$ cat src/hdl/uqp_pkg.sv
// Shared constants, command and status codes, sequencer state and control types
// for the unsorted max-priority queue. No dependencies.
package uqp_pkg;

   localparam int DEPTH  = 16;
   localparam int DATA_W = 32;
   localparam int CNT_W  = $clog2(DEPTH + 1);
   localparam int IDX_W  = $clog2(DEPTH);

   localparam logic [1:0] CMD_PUSH = 2'd0;
   localparam logic [1:0] CMD_TOP  = 2'd1;
   localparam logic [1:0] CMD_POP  = 2'd2;

   localparam logic [1:0] ST_OK    = 2'd0;
   localparam logic [1:0] ST_EMPTY = 2'd1;
   localparam logic [1:0] ST_FULL  = 2'd2;

   typedef enum logic [2:0] {
      S_IDLE,
      S_DECIDE,
      S_SCAN,
      S_SWAP_A,
      S_SWAP_B,
      S_FRONT_RD,
      S_SHIFT,
      S_DONE
   } state_type;

   typedef struct packed {
      logic             load;
      logic             step;
      logic [IDX_W-1:0] idx;
   } scan_ctl_type;

endpackage

$ cat src/hdl/unsorted_max_priority_queue.sv
// Unsorted max-priority queue, top level: request/response handshake, sequencer, store.
// Push appends at the back; top/pop with a cached top reads the front entry, else it scans
// all entries and swaps the winner to the front; a pop then shifts the entries down one place.
// Throughput: one request at a time; the single RAM port pair and one comparator set it.
// Reset (synchronous, active high) empties the queue and clears the cached-top mark;
// the entry store itself is not cleared, unwritten entries are never read.
module unsorted_max_priority_queue
   import uqp_pkg::*;
(
   input  logic                     clock,
   input  logic                     reset,
   input  logic                     req_valid,
   output logic                     req_stall,
   input  logic [1:0]               req_cmd,
   input  logic signed [DATA_W-1:0] req_value,
   output logic                     rsp_valid,
   input  logic                     rsp_stall,
   output logic signed [DATA_W-1:0] rsp_top_value,
   output logic [1:0]               rsp_status
);

   // Sequencer state and control registers
   state_type        state_ff, state_in;
   logic [CNT_W-1:0] count_ff, count_in;
   logic             fim_ff, fim_in;      // front entry holds the maximum
   logic [CNT_W-1:0] ptr_ff, ptr_in;      // next RAM address to read

   // Request capture and result hold
   logic [1:0]        cmd_ff, cmd_in;
   logic [DATA_W-1:0] value_ff, value_in;
   logic [DATA_W-1:0] res_ff, res_in;
   logic [1:0]        st_ff, st_in;

   // Output register
   logic                     rsp_valid_ff, rsp_valid_in;
   logic signed [DATA_W-1:0] rsp_top_value_ff, rsp_top_value_in;
   logic [1:0]               rsp_status_ff, rsp_status_in;

   // RAM and scan unit hookup
   logic              wr_en;
   logic [IDX_W-1:0]  wr_addr;
   logic [DATA_W-1:0] wr_data;
   logic              rd_en;
   logic [IDX_W-1:0]  rd_addr;
   logic [DATA_W-1:0] rd_data;
   scan_ctl_type      scan_ctl;
   logic signed [DATA_W-1:0] best_val;
   logic [IDX_W-1:0]  best_idx;
   logic [DATA_W-1:0] front_val;

   logic              req_accept;
   logic              rsp_load;
   logic              is_topop;
   logic              at_end;
   logic [CNT_W-1:0]  ptr_m1;
   logic [CNT_W-1:0]  ptr_m2;

   assign req_accept = req_valid && !req_stall;
   assign rsp_load   = (state_ff == S_DONE) && (!rsp_valid_ff || !rsp_stall);
   assign is_topop   = (cmd_ff == CMD_TOP) || (cmd_ff == CMD_POP);
   assign at_end     = (ptr_ff == count_ff);
   assign ptr_m1     = ptr_ff - CNT_W'(1);
   assign ptr_m2     = ptr_ff - CNT_W'(2);

   uqp_ram #(
      .WIDTH (DATA_W),
      .DEPTH (DEPTH)
   ) u_store (
      .clock   (clock),
      .wr_en   (wr_en),
      .wr_addr (wr_addr),
      .wr_data (wr_data),
      .rd_en   (rd_en),
      .rd_addr (rd_addr),
      .rd_data (rd_data)
   );

   uqp_scan_unit u_scan (
      .clock     (clock),
      .ctl       (scan_ctl),
      .rd_data   (rd_data),
      .best_val  (best_val),
      .best_idx  (best_idx),
      .front_val (front_val)
   );

   // Next state
   always_comb begin
      state_in = state_ff;
      unique case (state_ff)
         S_IDLE: begin
            if (req_accept) state_in = S_DECIDE;
         end
         S_DECIDE: begin
            if (is_topop && (count_ff != '0)) begin
               state_in = fim_ff ? S_FRONT_RD : S_SCAN;
            end else begin
               state_in = S_DONE;
            end
         end
         S_SCAN: begin
            if (at_end) state_in = S_SWAP_A;
         end
         S_SWAP_A: begin
            state_in = S_SWAP_B;
         end
         S_SWAP_B, S_FRONT_RD: begin
            state_in = (cmd_ff == CMD_POP) ? S_SHIFT : S_DONE;
         end
         S_SHIFT: begin
            if (at_end) state_in = S_DONE;
         end
         S_DONE: begin
            if (rsp_load) state_in = S_IDLE;
         end
         default: state_in = S_IDLE;
      endcase
   end

   // Datapath control
   always_comb begin
      wr_en         = 1'b0;
      wr_addr       = '0;
      wr_data       = '0;
      rd_en         = 1'b0;
      rd_addr       = '0;
      scan_ctl      = '0;
      count_in      = count_ff;
      fim_in        = fim_ff;
      ptr_in        = ptr_ff;
      cmd_in        = cmd_ff;
      value_in      = value_ff;
      res_in        = res_ff;
      st_in         = st_ff;
      unique case (state_ff)
         S_IDLE: begin
            // capture the request
            if (req_accept) begin
               cmd_in   = req_cmd;
               value_in = req_value;
            end
         end
         S_DECIDE: begin
            res_in = '0;
            st_in  = ST_OK;
            if (cmd_ff == CMD_PUSH) begin
               if (count_ff == CNT_W'(DEPTH)) begin
                  // full: drop the value, leave state alone
                  st_in = ST_FULL;
               end else begin
                  // append at the back; the cached top may now be stale
                  wr_en    = 1'b1;
                  wr_addr  = count_ff[IDX_W-1:0];
                  wr_data  = value_ff;
                  count_in = count_ff + CNT_W'(1);
                  fim_in   = 1'b0;
               end
            end else if (is_topop) begin
               if (count_ff == '0) begin
                  st_in = ST_EMPTY;
               end else begin
                  // fetch the front entry for either path
                  rd_en   = 1'b1;
                  rd_addr = '0;
                  ptr_in  = CNT_W'(1);
               end
            end
         end
         S_SCAN: begin
            // data in hand is entry ptr-1; load on the front entry, compare after
            scan_ctl.idx = ptr_m1[IDX_W-1:0];
            if (ptr_ff == CNT_W'(1)) begin
               scan_ctl.load = 1'b1;
            end else begin
               scan_ctl.step = 1'b1;
            end
            if (!at_end) begin
               rd_en   = 1'b1;
               rd_addr = ptr_ff[IDX_W-1:0];
               ptr_in  = ptr_ff + CNT_W'(1);
            end
         end
         S_SWAP_A: begin
            // winner to the front
            wr_en   = 1'b1;
            wr_addr = '0;
            wr_data = best_val;
            res_in  = best_val;
            fim_in  = 1'b1;
         end
         S_SWAP_B: begin
            // old front into the winner's slot
            wr_en   = 1'b1;
            wr_addr = best_idx;
            wr_data = front_val;
            ptr_in  = CNT_W'(1);
         end
         S_FRONT_RD: begin
            // cached top: front entry is the answer
            res_in = rd_data;
            ptr_in = CNT_W'(1);
         end
         S_SHIFT: begin
            // move entry ptr-1 down one place while reading the next
            if (ptr_ff != CNT_W'(1)) begin
               wr_en   = 1'b1;
               wr_addr = ptr_m2[IDX_W-1:0];
               wr_data = rd_data;
            end
            if (!at_end) begin
               rd_en   = 1'b1;
               rd_addr = ptr_ff[IDX_W-1:0];
               ptr_in  = ptr_ff + CNT_W'(1);
            end else begin
               count_in = count_ff - CNT_W'(1);
               fim_in   = 1'b0;
            end
         end
         S_DONE: begin
         end
         default: begin
         end
      endcase
   end

   // Output register: load when the slot is free, drop on a taken response
   always_comb begin
      rsp_valid_in     = rsp_valid_ff && rsp_stall;
      rsp_top_value_in = rsp_top_value_ff;
      rsp_status_in    = rsp_status_ff;
      if (rsp_load) begin
         rsp_valid_in     = 1'b1;
         rsp_top_value_in = $signed(res_ff);
         rsp_status_in    = st_ff;
      end
   end

   always_ff @(posedge clock) begin
      if (reset) begin
         state_ff     <= S_IDLE;
         count_ff     <= '0;
         fim_ff       <= 1'b0;
         ptr_ff       <= '0;
         rsp_valid_ff <= 1'b0;
      end else begin
         state_ff     <= state_in;
         count_ff     <= count_in;
         fim_ff       <= fim_in;
         ptr_ff       <= ptr_in;
         rsp_valid_ff <= rsp_valid_in;
      end
   end

   always_ff @(posedge clock) begin
      cmd_ff           <= cmd_in;
      value_ff         <= value_in;
      res_ff           <= res_in;
      st_ff            <= st_in;
      rsp_top_value_ff <= rsp_top_value_in;
      rsp_status_ff    <= rsp_status_in;
   end

   assign req_stall     = (state_ff != S_IDLE);
   assign rsp_valid     = rsp_valid_ff;
   assign rsp_top_value = rsp_top_value_ff;
   assign rsp_status    = rsp_status_ff;

endmodule

$ cat src/hdl/uqp_ram.sv
// Generic single-write, single-read RAM with registered read data.
// No dependencies.
module uqp_ram #(
   parameter int WIDTH = 32,
   parameter int DEPTH = 16
) (
   input  logic                     clock,
   input  logic                     wr_en,
   input  logic [$clog2(DEPTH)-1:0] wr_addr,
   input  logic [WIDTH-1:0]         wr_data,
   input  logic                     rd_en,
   input  logic [$clog2(DEPTH)-1:0] rd_addr,
   output logic [WIDTH-1:0]         rd_data
);

   logic [WIDTH-1:0] mem_ff [DEPTH];
   logic [WIDTH-1:0] rd_data_ff;

   always_ff @(posedge clock) begin
      if (wr_en) begin
         mem_ff[wr_addr] <= wr_data;
      end
      if (rd_en) begin
         rd_data_ff <= mem_ff[rd_addr];
      end
   end

   assign rd_data = rd_data_ff;

endmodule

$ cat src/hdl/uqp_scan_unit.sv
// Shared signed comparator with best-value/best-index registers for the max scan.
// Depends on uqp_pkg.
module uqp_scan_unit
   import uqp_pkg::*;
(
   input  logic                     clock,
   input  scan_ctl_type             ctl,
   input  logic [DATA_W-1:0]        rd_data,
   output logic signed [DATA_W-1:0] best_val,
   output logic [IDX_W-1:0]         best_idx,
   output logic [DATA_W-1:0]        front_val
);

   logic signed [DATA_W-1:0] best_val_ff;
   logic signed [DATA_W-1:0] best_val_in;
   logic [IDX_W-1:0]         best_idx_ff;
   logic [IDX_W-1:0]         best_idx_in;
   logic [DATA_W-1:0]        front_val_ff;
   logic [DATA_W-1:0]        front_val_in;
   logic                     larger;

   // Strictly larger only: earliest of equal maxima wins.
   assign larger = $signed(rd_data) > best_val_ff;

   always_comb begin
      best_val_in  = best_val_ff;
      best_idx_in  = best_idx_ff;
      front_val_in = front_val_ff;
      if (ctl.load) begin
         best_val_in  = $signed(rd_data);
         best_idx_in  = ctl.idx;
         front_val_in = rd_data;
      end else if (ctl.step && larger) begin
         best_val_in = $signed(rd_data);
         best_idx_in = ctl.idx;
      end
   end

   always_ff @(posedge clock) begin
      best_val_ff  <= best_val_in;
      best_idx_ff  <= best_idx_in;
      front_val_ff <= front_val_in;
   end

   assign best_val  = best_val_ff;
   assign best_idx  = best_idx_ff;
   assign front_val = front_val_ff;

endmodule
$ cat config.mk
export PLATFORM = sky130hd
export DESIGN_NAME = unsorted_max_priority_queue
export DESIGN_NICKNAME = d
export VERILOG_FILES = /design/src/hdl/uqp_pkg.sv /design/src/hdl/unsorted_max_priority_queue.sv /design/src/hdl/uqp_ram.sv /design/src/hdl/uqp_scan_unit.sv
export SDC_FILE = /design/constraint.sdc
export NUM_CORES = 1
export LEC_CHECK = 0
export BUFFER_PORTS_ARGS = -buffer_cell sky130_fd_sc_hd__buf_4
export CAP_MARGIN = 20
export CORE_ASPECT_RATIO = 1.75
export CORE_UTILIZATION = 42
export CTS_CLUSTER_DIAMETER = 40
export CTS_CLUSTER_SIZE = 14
export DETAILED_ROUTE_END_ITERATION = 6
export PLACE_DENSITY_LB_ADDON = 0.25
export SLEW_MARGIN = 20
export SYNTH_ARGS = -nofsm -noshare
export SYNTH_HDL_FRONTEND = slang
export SYNTH_HIERARCHICAL = 1
export SYNTH_SLANG_ARGS = --single-unit
$ cat constraint.sdc
create_clock -name clock -period 9 [get_ports clock]
set_input_delay 0 -clock clock [delete_from_list [all_inputs] [get_ports clock]]
set_output_delay 0 -clock clock [all_outputs]
set_load 0.1 [all_outputs]
### Yosys cells after proc, flatten, opt, wreduce, memory -nomap -nowiden

Memories as Yosys holds them, arrays and structs flattened. A register that Yosys moved wholly into a read port is not among the register bits.
Cells that the tools add are included.
Widths: inputs -> output; s select.

| word-level totals | value |
|---|---|
| bits in registers | 185 |
| memory bits (writable) | 512 |
| output and inout bits | 36 |
| memories | 1 |

Memories:

| memory | depth | bits a word | rd ports | clocked after memory_dff | write ports | RTL line | source |
|---|---|---|---|---|---|---|---|
| u_store.mem_ff | 16 | 32 | 1 | 1 | 1 | uqp_ram.sv:16 | `logic [WIDTH-1:0] mem_ff [DEPTH];` |

| operators by class | value |
|---|---|
| add/subtract/negate cells | 5 |
| order comparisons | 1 |
| equal/unequal tests | 23 |
| muxes and demuxes | 55 |
| reduce and logical (&&, ||, !) cells | 28 |

Operator list:

| kind | count |
|---|---|
| $mux 32 | 5 |
| $pmux 32 s4 | 1 |
| $pmux 32 s3 | 1 |
| $mux 5 | 7 |
| $gt 32x32->1 | 1 |
| $mux 4 | 7 |
| $pmux 3 s7 | 1 |
| $ne 2x2->1 const B | 10 |
| $mux 1 | 18 |
| $mux 3 | 6 |
| $pmux 5 s3 | 1 |
| $eq 3x3->1 const B | 4 |
| $pmux 4 s3 | 1 |
| $reduce_and 4->1 | 3 |
| $reduce_bool 3->1 | 4 |
| $add 5x1->5 const B | 2 |
| $pmux 5 s2 | 1 |
| $eq 3x2->1 const B | 2 |
| $mux 6 | 1 |
| $pmux 1 s3 | 2 |
| $reduce_or 2->1 | 3 |
| $eq 5x1->1 const B | 1 |
| $eq 5x5->1 | 1 |
| $eq 5x5->1 const B | 1 |
| 19 further kinds | 28 |

### Depth between registers and ports, before layout

Gate-level depths: netlist of run 1.

| logic depth | value |
|---|---|
| depth in word-level cells | 6 |
| gate-level depth with buffers | 10 |
| depth with buffers taken out | 8 |

### By module

Netlist of run 1, hierarchy kept.

Modules (own cells, without submodules):

| module | instances | cells an instance | area an instance (sq um) | seq. area each (sq um) |
|---|---|---|---|---|
| uqp_ram | 1 | 838 | 20,155.6 | 16,335.7 |
| unsorted_max_priority_queue | 1 | 428 | 5,365.1 | 3,363.2 |
| uqp_scan_unit | 1 | 185 | 2,906.5 | 2,042.0 |

### Worst setup path before layout of run 1

No wires, ideal clock.

| timing path | value |
|---|---|
| path kind | flip-flop to flip-flop |
| start | register ptr_ff[1] |
| end | memory u_store.mem_ff[0][0] (enable) |
| setup time | 0.461 ns |
| data arrival time | 4.443 ns |
| data required time | 8.539 ns |
| slack | 4.096 ns |
| cell stages (with the launch flop) | 10 |
| period minus slack after synthesis | 4.904 ns |
| path through | dfxtp_1 > inv_1 > ha_1 > nor4b_2 > nor3_2 > clkbuf_1 > nor4_1 > nor2_1 > or3b_2 > nor3_1 |

| between the ends | value |
|---|---|
| word-level cells in the longest chain between the ends | 5 |
| elaborated cells between the ends (all ways) | 8 |
| classes of those cells | 1 x add/sub; 1 x eq/ne; 6 x mux |

RTL lines:

| item | RTL line | source |
|---|---|---|
| start, declared | unsorted_max_priority_queue.sv:26 | `logic [CNT_W-1:0] ptr_ff, ptr_in;` |
| start signal, assigned | unsorted_max_priority_queue.sv:249 | `ptr_ff <= ptr_in;` |
| $ne 5x1->1 | unsorted_max_priority_queue.sv:205 | `if (ptr_ff != CNT_W'(1)) begin` |
| $mux 1 | unsorted_max_priority_queue.sv:205 |  |
| $pmux 1 s3 | unsorted_max_priority_queue.sv:135 | `unique case (state_ff)` |
| named net wr_en | unsorted_max_priority_queue.sv:40 | `logic wr_en;` |
| $mux 1 | uqp_ram.sv:20 | `if (wr_en) begin` |
| $mux 1 (implied by the code) | uqp_ram.sv:21 | `mem_ff[wr_addr] <= wr_data;` |
| end, declared | uqp_ram.sv:16 |  |

The timed path passes the listed nets, and every way through them passes these cells.

### Final worst setup path of run 1

| timing path | value |
|---|---|
| start | register state_ff[1] |
| end | register u_store.rd_data_ff[5] (netlist: u_store/rd_data[5]), read port of u_store.mem_ff, data pin |

| between the ends | value |
|---|---|
| word-level cells in the longest chain between the ends | 3 |
| elaborated cells between the ends (all ways) | 6 |
| classes of those cells | 3 x eq/ne; 2 x mux; 1 x reduce/logical |

RTL lines:

| item | RTL line | source |
|---|---|---|
| start, declared | unsorted_max_priority_queue.sv:23 | `state_type state_ff, state_in;` |
| start signal, assigned | unsorted_max_priority_queue.sv:246 | `state_ff <= state_in;` |
| $eq 3x3->1 or $eq 3x2->1 (tied branches) | unsorted_max_priority_queue.sv:135 |  |
| $reduce_or 2->1 (no line) (*) | - |  |
| $mux 4 (*) | - |  |
| named net rd_addr[1] | unsorted_max_priority_queue.sv:44 | `logic [IDX_W-1:0] rd_addr;` |
| end, declared | uqp_ram.sv:17 | `logic [WIDTH-1:0] rd_data_ff;` |

Mark *: on every way through the listed nets, which the timed path passes. The rest lies on a longest branch.
A chain may end at the register's enable or synchronous reset.

==> impl_metrics.tcl, run 1 <==
set metrics [dict create \
    status "completed" \
    wl_met3_um 3350 \
    crit_arrival_ps 4870 \
    hold_violations 0 \
    cts-root-buf "clkbuf_16" \
    post-cts-setup-buffers 0 \
    top_layer_used "met4" \
    fp.dieW_um 199 \
    slowest_stage "buf_4" \
    finalSetupViolCount 0 \
    synthDistinctLibCells 61 \
    ys_seq_area_share_pct 76.5 \
    synth_nets 1534 \
    fin_crit_ps 4540 \
    fp-row-count 125 \
    p_leak_nw 10.7 \
    gp_congestion 0.835 \
    grt_pass1_wl_um 96200 \
    final_nets 1674 \
    drv_cap 0 \
    wl_um 64000 \
    critPathBufInv 3 \
    track_usage_pct 19.2 \
    avgViaCountPerCell 5.71 \
    post-dp-hpwl_um 36500 \
    clk_latency_ps 610 \
    drc 0 \
    power_density_nw_per_um2 251 \
    avgRoutedWirePerCell_um 25.6 \
    synth_edf_count 714 \
    ys.flop_type "edfxtp_1" \
    cts_tree "built" \
    grt_antenna_before_repair 0 \
    cts_buffers 68 \
    initial_core_util_pct 42.7 \
    fmax_ghz 0.220 \
    crit_fanout 69 \
    syn_area_per_cell_um2 19.6 \
    syn_to_final_growth_pct 15.6 \
    dr.pass1.iters 6 \
    antenna_left 0 \
    critPathKind "reg2reg" \
    htreeDepth 3 \
    clk_pin_slew_worst_paths_ps 70 \
    met2_length_um 33600 \
    n_antenna_cell 0 \
    clkSinkCount 729 \
    ys_ff_latch 729 \
    num_vias 14316 \
    ctsResizeCount 0 \
    yosysWarnings 6 \
    synth-async-reset-ratio_pct 0 \
    pin_count 74 \
    syn_inst 1451 \
    start_kind "flop" \
    slew_violations 0 \
    grt_pass1_vias 15066 \
    peakVddDrop_uv 147 \
    rsz0062_at_grt "false" \
    hold_path.class "in2reg" \
    grt-ovfl-total 0 \
    fin_crit_sh_pct 50.4 \
    die_area_um2 68800 \
    core-area_um2 66600 \
    worst_path_largest_cell_delay_ps 940 \
    crit_path_frequent_cell "buf_4" \
    dp_slack_ps 4400 \
    clk_path_buf_depth 3 \
    cpLargestDelayFamily "buffers and inverters" \
    grt_max_degree 109 \
    drtIter0Drc 1346 \
    finalClockSkew_ps 28.7 \
    tns_ps 0 \
    cp-end-kind "flop" \
    crit_chain "inv_2, nor2_1, o21ai_0, nor2_4, buf_4, buf_4, mux4_2, a22oi_1, nand2_1" \
    netlist_area_um2 28400 \
    drive_gt1_share_pct 24.3 \
    wl_met1_um 25000 \
    worstPathRequired_ps 9330 \
    slew-limit-headroom_pct 29.3 \
    die_h_um 346 \
    tightestPinTransition_ps 1060 \
    io_buffers 73 \
    setup_slack_ps 4460 \
]
==> cells in the final DEF, fill, tap and decap left out, types with 4 or more instances in the layout <==
cell	synthesis	layout
ha_1	44	44
xor2_1	5	5
nand3_1	11	11
nand4_1	8	8
buf_4	9	105
nand2_1	83	83
nor2_4	0	17
a21oi_2	1	21
and3_1	4	4
or3_1	7	7
a21o_1	4	4
dfxtp_1	15	15
nor3_1	11	6
edfxtp_1	714	714
bufinv_16	0	4
a222oi_1	35	35
a22o_1	32	32
inv_1	44	44
mux4_2	128	128
nor3_2	1	5
a21oi_1	61	39
clkbuf_16	0	71
dlygate4sd3_1	0	36
inv_6	0	5
xnor2_1	7	7
o21ai_0	6	5
buf_16	0	4
nor2_1	38	21
a22oi_1	65	65
==> Yosys cell counts (3+ instances only) <==
library cell / n / area [um^2]
a22oi_1: 65 / 488
a31oi_1: 3 / 18.8
a21oi_1: 61 / 305
nand3_1: 11 / 55.1
ha_1: 44 / 551
buf_4: 9 / 67.6
mux4_2: 128 / 2880
a222oi_1: 35 / 350
nand2b_1: 3 / 18.8
nor3_1: 11 / 55.1
nor2_1: 38 / 143
and2_1: 3 / 18.8
o21ai_0: 6 / 30.0
inv_1: 44 / 165
buf_2: 11 / 55.1
nor2b_1: 3 / 18.8
mux2i_1: 3 / 30.0
a22o_1: 32 / 280
nand3b_1: 3 / 22.5
buf_1: 16 / 60.1
dfxtp_1: 15 / 300
a21o_1: 4 / 30.0
nor4_1: 3 / 18.8
clkbuf_1: 42 / 158
edfxtp_1: 714 / 21400
xnor2_1: 7 / 61.3
and3_1: 4 / 25.0
xor2_1: 5 / 43.8
or3_1: 7 / 43.8
nand4_1: 8 / 50.1
nand2_1: 83 / 312
==> power by group <==
group	total (mW)	internal (mW)	switching, mW
combinational	1.16	0.342	0.816
clock	2.76	1.55	1.21
sequential	4.33	4.19	0.137
total	8.24	6.08	2.16
==> kinds of logic after synthesis <==
kind of cell / share of synthesized area (%)
DFF: 76.5
AOI/OAI and AO/OA: 5.98
and+or+nand+nor: 3.13
muxes: 10.2
buffers and inverters: 1.79
adders and majority gates: 2.01
xor gates and xnor gates: 0.370
==> per-layer routing <==
layer  track usage (%)  vias up
li1                  -     6232
met1              23.4     7528
met2              34.0      444
met3              2.87      112
met4              7.49        0
met5                 0        -
==> state kept, by name, summed over array words and instances (netlist names), 4 cells and up <==
name / flops
res_ff: 32
u_scan/best_val: 32
ptr_ff: 5
u_store/mem_ff: 512
count_ff: 5
u_scan/best_idx: 4
u_store/rd_data: 32
value_ff: 32
rsp_top_value: 32
u_scan/front_val: 32
==> repair_timing <==
item	in CTS	in global routing
hold buffers	36	0
endpoints found under the hold margin	83	0
setup endpoints to repair	0	0
==> worst paths after layout <==
check,from,endpoint,slack [ps],cells after the start
worst min-delay path,req_value[1],value_ff[1]$_DFFE_PP_,110,2
worst max-delay path,state_ff[1]$_SDFFE_PP0P_,u_store/rd_data[5]$_DFFE_PP_,4460,9
worst min register to register,res_ff[19]$_DFFE_PP_,rsp_top_value[19]$_DFFE_PP_,400,0
worst max register to register,state_ff[1]$_SDFFE_PP0P_,u_store/rd_data[5]$_DFFE_PP_,4460,9
==> stage by stage <==
step	power [mW]	hold WS, ps	instances	utilization [%]	instance area (um^2)
floorplan	5.09	98.9	1451	-	28400
global placement	5.49	178	2367	45.4	30200
detailed placement	5.54	180	2371	45.5	30300
CTS	8.31	84.7	2502	49.2	32800
global route	8.55	98.8	2505	49.3	32900
finish	8.24	115	2505	49.3	32900
==> layout make-up <==
type / count / area (um^2)
fillers: 5434 / 33800
flip-flops and latches: 729 / 21700
multi-input cells: 599 / 6480
clock buffers: 74 / 1790
repair buffers: 148 / 1290
well taps: 889 / 1110
clock inverters: 21 / 275
inverters: 45 / 169
No activity file was read; power rests on OpenSTA's default activity.
==> run 2, diff against run 1 <==
--- a/config.mk
+++ b/config.mk
@@ -5,6 +5,7 @@
 export SDC_FILE = /design/constraint.sdc
 export NUM_CORES = 1
 export LEC_CHECK = 0
+export ABC_AREA = 1
 export BUFFER_PORTS_ARGS = -buffer_cell sky130_fd_sc_hd__buf_4
 export CAP_MARGIN = 20
 export CORE_ASPECT_RATIO = 1.75
==> constraint.sdc (replaced) <==
create_clock -name clock -period 4 [get_ports clock]
set_input_delay 0 -clock clock [delete_from_list [all_inputs] [get_ports clock]]
set_output_delay 0 -clock clock [all_outputs]
set_load 0.1 [all_outputs]
==> impl_metrics.tcl, run 2 <==
set metrics [dict create \
    status "completed" \
    die_area_um2 76900 \
    n_antenna_cell 0 \
    pin_count 74 \
    start_kind "flop" \
    drtIter0Drc 1633 \
    peakVddDrop_uv 466 \
    finalClockSkew_ps 23.9 \
    clk_path_buf_depth 3 \
    cp-end-kind "flop" \
    power_frac_comb_pct 20.1 \
    grt-ovfl-total 0 \
    crit_cells 11 \
    yosys.area_share.simple_pct 19.4 \
    cts_buffers 66 \
    worst_path_largest_cell_delay_ps 580 \
    largest_reg_flops 512 \
    grt_max_degree 230 \
    dpl_cell_area_um2 33700 \
    clk_pin_slew_worst_paths_ps 70 \
    die_h_um 366 \
    reg2reg_slack_ps 600 \
    ys.flop_type "edfxtp_1" \
    track_usage_pct 20.5 \
    cpLargestDelayFamily "simple AND/OR/NAND/NOR gates" \
    syn_inst 2924 \
    synth_top_area_share_pct 67.4 \
    drv_cap 0 \
    holdCritStartpoint "req_cmd[0]" \
    final_cell_mix "933 x nand2_1, 714 x edfxtp_1, 457 x inv_1, 435 x nand3_1, 122 x buf_4" \
    synth_compound_area_share_pct 1.94 \
    finalSetupViolCount 0 \
    worstPathRequired_ps 4370 \
    cts_tree "built" \
    crit_arrival_ps 3770 \
    p_int_mw 13.8 \
    critPathLaunch "state_ff[1]$_SDFFE_PP0P_" \
    clk_latency_ps 620 \
    seq_power_share_pct 50.8 \
    ys_ff_latch 729 \
    dp_cells 3945 \
    netlist_area_um2 31800 \
    fmax_ghz 0.294 \
    synth.area.mux_share_pct 0 \
    htreeDepth 3 \
    fin_crit_ps 3400 \
    largest_register "u_store/mem_ff" \
    crit_chain "nand2_1, inv_1, nand2_2, nor2_4, buf_12, buf_16, nand2_1, nand3_1, nand3_1, nand3_1, nand2_1" \
    critPathBufInv 3 \
    avgRoutedWirePerCell_um 19.2 \
    power_density_nw_per_um2 552 \
    crit_path_end "u_store/rd_data[26]$_DFFE_PP_" \
    synth_fa_ha_area_share_pct 1.79 \
    crit-reg2reg-launch "state_ff[1]$_SDFFE_PP0P_" \
    syn_to_final_growth_pct 13.1 \
    grt_pass1_wl_um 119000 \
    r2r_cells 11 \
    grt_pass1_vias 20915 \
    drc 0 \
    hold_path.class "in2reg" \
    swShare_pct 30.4 \
    avgViaCountPerCell 5.09 \
    synth-async-reset-ratio_pct 0 \
    synth_top_family_by_area "simple AND/OR/NAND/NOR gates" \
    antenna_left 0 \
    synth_xor_area_share_pct 0.193 \
    io_buffers 73 \
    synth_nets 3007 \
    p_leak_nw 14.7 \
    post-dp-hpwl_um 45600 \
    synth_edf_count 714 \
    instances_no_fill 4074 \
    rr_endpoint "u_store/rd_data[26]$_DFFE_PP_" \
    core-area_um2 75100 \
    clkSinkCount 729 \
    rsz0062_at_grt "false" \
    gp_congestion 0.884 \
    clkPwrFrac_pct 29.1 \
    critPathKind "reg2reg" \
    fp-row-count 133 \
    synthDistinctLibCells 43 \
    drive_gt1_share_pct 9.67 \
    cts-root-buf "clkbuf_16" \
    slew-limit-headroom_pct 27.9 \
    initial_core_util_pct 42.4 \
    fp.dieW_um 210 \
    dr.pass1.iters 7 \
    power.switching_mw 6.04 \
    synth_most_common_cell "nand2_1" \
    ys_seq_area_share_pct 68.3 \
    ctsResizeCount 0 \
    yosys.area.top_type "edfxtp_1" \
    syn_area_per_cell_um2 10.9 \
    yosysWarnings 6 \
    slowest_stage "dfxtp_1" \
    hold_violations 0 \
    mostFrequentLayoutCell "nand2_1" \
    synth_commonest_cells "933 x nand2_1, 714 x edfxtp_1, 458 x inv_1" \
    num_vias 20746 \
    fin_crit_sh_pct 85.0 \
    crit_fanout 168 \
    grt_antenna_before_repair 0 \
    netlist_top_cells_area "edfxtp_1 67%, nand2_1 11%, nand3_1 6.8%" \
    slew_violations 0 \
    fin_area_um2 36000 \
    wl_um 78300 \
    tightestPinTransition_ps 1080 \
    final_nets 3123 \
    tns_ps 0 \
]
## run 2: changes by cell type in the layout (fill, tap and decap cells not counted), sizes merged, moves of 7 or more
cell,change
nor2,+25
nand2,+857
a21oi,-32
a22o,-32
a22oi,-64
nor3,-9
nand3,+427
mux4,-128
or3,-7
a222oi,-35
a41oi,+32
buf,+33
inv,+421
## run 2: timing repair
| item | CTS | global route |
|---|---|---|
| hold buffers | 37 | 0 |
| hold endpoints to repair | 55 | 0 |
| buffers inserted | 0 | 0 |
## run 2: power by group through the flow
stage / Sequential [mW] / Clock [mW] / Combinational [mW]
2_1_floorplan: 10.2 / 0 / 2.62
3_3_place_gp: 10.2 / 0 / 3.85
3_5_place_dp: 10.2 / 0 / 3.92
4_1_cts: 10.1 / 5.94 / 3.97
5_1_grt: 10.1 / 6.16 / 4.37
6_report: 10.1 / 5.78 / 3.99
## run 2: cell type report
| class | instances | area (um^2) |
|---|---|---|
| inverters | 470 | 1770 |
| clock buffers | 71 | 1730 |
| multi-input cells | 1592 | 7630 |
| flip-flops and latches | 729 | 21700 |
| fillers | 6625 | 39100 |
| repair buffers | 181 | 1730 |
| well taps | 1012 | 1270 |
| clock inverters | 19 | 123 |
## run 2: worst reg2reg max path: stages, from the launching register on
cell and delay [ps]:
dfxtp_1 580, nand2_1 220, inv_1 170, nand2_2 250, nor2_4 260, buf_12 300, buf_16 500, nand2_1 460
nand3_1 130, nand3_1 90, nand3_1 120, nand2_1 60
## run 2: worst min path at each step
stage          slack (ps)  depth (start not counted)                      to
6_report              110                          2     cmd_ff[0]$_DFFE_PP_
5_1_grt                90                          2  value_ff[19]$_DFFE_PP_
2_1_floorplan         100                          0     cmd_ff[0]$_DFFE_PP_
4_1_cts                60                          2     cmd_ff[0]$_DFFE_PP_
3_5_place_dp          180                          1   value_ff[7]$_DFFE_PP_
3_3_place_gp          180                          1  value_ff[13]$_DFFE_PP_
## run 2: cells by family after synthesis
| family | count (synthesis) |
|---|---|
| buffers and inverters | 603 |
| AOI/OAI and AO/OA | 78 |
| xor gates and xnor gates | 7 |
| DFF | 729 |
| and+or+nand+nor | 1462 |
| adders and majority gates | 45 |
## run 2: through the flow
step	total power, mW	hold slack [ps]	setup WS (ps)	util (%)
2_1_floorplan	12.8	98.9	403	-
3_3_place_gp	14.1	181	830	44.9
3_5_place_dp	14.2	179	787	44.9
4_1_cts	20.0	63.5	755	47.9
5_1_grt	20.7	89.0	386	48.0
6_report	19.9	107	599	48.0
## run 2: layer usage
metal	vias to the layer above	global-route usage [%]	routed length [um]
li1	9839	-	-
met1	10154	23.5	30500
met2	606	38.4	41800
met3	147	2.47	3730
met4	0	7.99	2270
met5	-	0	0
==> run 3, diff against run 2 <==
--- a/config.mk
+++ b/config.mk
@@ -8,13 +8,13 @@
 export ABC_AREA = 1
 export BUFFER_PORTS_ARGS = -buffer_cell sky130_fd_sc_hd__buf_4
 export CAP_MARGIN = 20
-export CORE_ASPECT_RATIO = 1.75
+export CORE_ASPECT_RATIO = 1.2
 export CORE_UTILIZATION = 42
 export CTS_CLUSTER_DIAMETER = 40
 export CTS_CLUSTER_SIZE = 14
 export DETAILED_ROUTE_END_ITERATION = 6
 export PLACE_DENSITY_LB_ADDON = 0.25
-export SLEW_MARGIN = 20
+export SLEW_MARGIN = 0
 export SYNTH_ARGS = -nofsm -noshare
 export SYNTH_HDL_FRONTEND = slang
 export SYNTH_HIERARCHICAL = 1
==> constraint.sdc (replaced) <==
create_clock -name clock -period 3.4 [get_ports clock]
set_input_delay 0 -clock clock [delete_from_list [all_inputs] [get_ports clock]]
set_output_delay 0 -clock clock [all_outputs]
set_load 0.1 [all_outputs]
==> impl_metrics.tcl, run 3 (synthesis gave the netlist of run 2 again) <==
set metrics [dict create \
    finalClockSkew_ps 27.6 \
    final_cell_mix "933 x nand2_1, 714 x edfxtp_1, 457 x inv_1, 435 x nand3_1, 156 x buf_4" \
    min_path_cells 2 \
    fp-row-count 110 \
    mostFrequentLayoutCell "nand2_1" \
    worst_path_largest_cell_delay_ps 530 \
    grt_pass1_wl_um 123000 \
    n_antenna_cell 0 \
    grt-ovfl-total 0 \
    p_leak_nw 15.3 \
    post-dp-hpwl_um 48400 \
    instances_no_fill 4173 \
    initial_core_util_pct 42.4 \
    clk_pin_slew_worst_paths_ps 60 \
    hold_path.class "in2reg" \
    cpLargestDelayFamily "simple AND/OR/NAND/NOR gates" \
    grt_antenna_before_repair 1 \
    fp.dieW_um 253 \
    syn_to_final_growth_pct 17.0 \
    setup_slack_ps 454 \
    status "completed" \
    final_nets 3182 \
    ctsResizeCount 0 \
    cts-root-buf "clkbuf_16" \
    post-cts-setup-buffers 0 \
    avgViaCountPerCell 5.09 \
    r2r_cells 14 \
    die_h_um 304 \
    grt_pass1_vias 21166 \
    track_usage_pct 21.2 \
    avgRoutedWirePerCell_um 19.3 \
    tns_ps 0 \
    pin_count 74 \
    tightestPinTransition_ps 933 \
    dp_slack_ps 487 \
    antenna_left 0 \
    slowest_stage "dfxtp_1" \
    clk_path_buf_depth 3 \
    crit_chain "inv_1, nand2_1, nand2_1, nor2_1, nand3_2, nand2_2, buf_4, nor2_4, inv_4, buf_12, nand3_1, nand3_1, nand3_1, nand2_1" \
    power_density_nw_per_um2 690 \
    crit_cells 14 \
    rsz0062_at_grt "false" \
    peakVddDrop_uv 387 \
    largest_reg_flops 512 \
    drc 0 \
    cts_buffers 88 \
    clk_latency_ps 640 \
    largest_register "u_store/mem_ff" \
    io_buffers 73 \
    cts_hold_buf 38 \
    crit_fanout 104 \
    start_kind "flop" \
    clkSinkCount 729 \
    slew_violations 0 \
    dr.pass1.iters 5 \
    hold_violations 0 \
    slew-limit-headroom_pct 37.8 \
    num_vias 21221 \
    drive_gt1_share_pct 12.4 \
    cp-end-kind "flop" \
    fin_crit_ps 2950 \
    fmax_ghz 0.339 \
    worstPathRequired_ps 3890 \
    critPathKind "reg2reg" \
    cts_tree "built" \
    critPathBufInv 4 \
    grt_max_degree 105 \
    die_area_um2 76900 \
    dp_cells 3978 \
    wl_um 80400 \
    finalSetupViolCount 0 \
    drtIter0Drc 1786 \
    fin_crit_sh_pct 86.6 \
    htreeDepth 3 \
    crit_arrival_ps 3440 \
    core-area_um2 75000 \
    drv_cap 0 \
    gp_congestion 0.920 \
]
-- run 3: cell count changes in the layout (fill, tap and decap cells not counted), moves of 5 or more --
cell        delta
clkinvlp_4     +7
inv_8          +5
clkbuf_1       +7
clkbuf_16     +22
inv_6         +19
buf_4         +34
clkinv_4       +7
-- run 3: final timing paths --
kind | from | to | slack, ps
worst max register to register | count_ff[1]$_SDFFE_PP0P_ | u_store/rd_data[23]$_DFFE_PP_ | 450
worst min-delay path | req_value[28] | value_ff[28]$_DFFE_PP_ | 80
worst max-delay path | count_ff[1]$_SDFFE_PP0P_ | u_store/rd_data[23]$_DFFE_PP_ | 450
worst min register to register | res_ff[31]$_DFFE_PP_ | rsp_top_value[31]$_DFFE_PP_ | 420
-- run 3: power by group --
group          switching (mW)  total [mW]  internal, mW
clock                    3.87        8.97          5.10
combinational            3.49        4.84          1.35
sequential              0.540        11.9          11.3
-- run 3: area by class of cell --
cell class,instances,area (um^2)
clock buffer,101,2320
clock inverter,55,465
fill,6596,37800
inverter,470,1770
multi-input combinational,1592,7630
sequential,729,21700
tap,1008,1260
timing repair buffer,218,2030
-- run 3: metal layers --
layer / track usage [%] / wire length (um)
met1: 26.9 / 33400
met2: 37.0 / 40000
met3: 2.32 / 4410
met4: 8.76 / 2510
met5: 0 / 0
-- run 3: metrics by stage --
stage	cell area [um^2]	hold WS [ps]	total power, mW	util (%)
after floorplan	31800	98.9	15.0	-
after global placement	34000	179	16.7	45.4
after detailed placement	34000	179	16.8	45.4
after CTS	37200	59.2	25.9	49.6
after global routing	37200	81.8	26.8	49.6
final	37200	82.9	25.7	49.6
-- run 3: worst reg2reg max path: cells and delay by family, from the launching register on --
kind | cells | cell delay [ps]
DFF | 1 | 530
buffers and inverters | 4 | 870
and+or+nand+nor | 10 | 1420
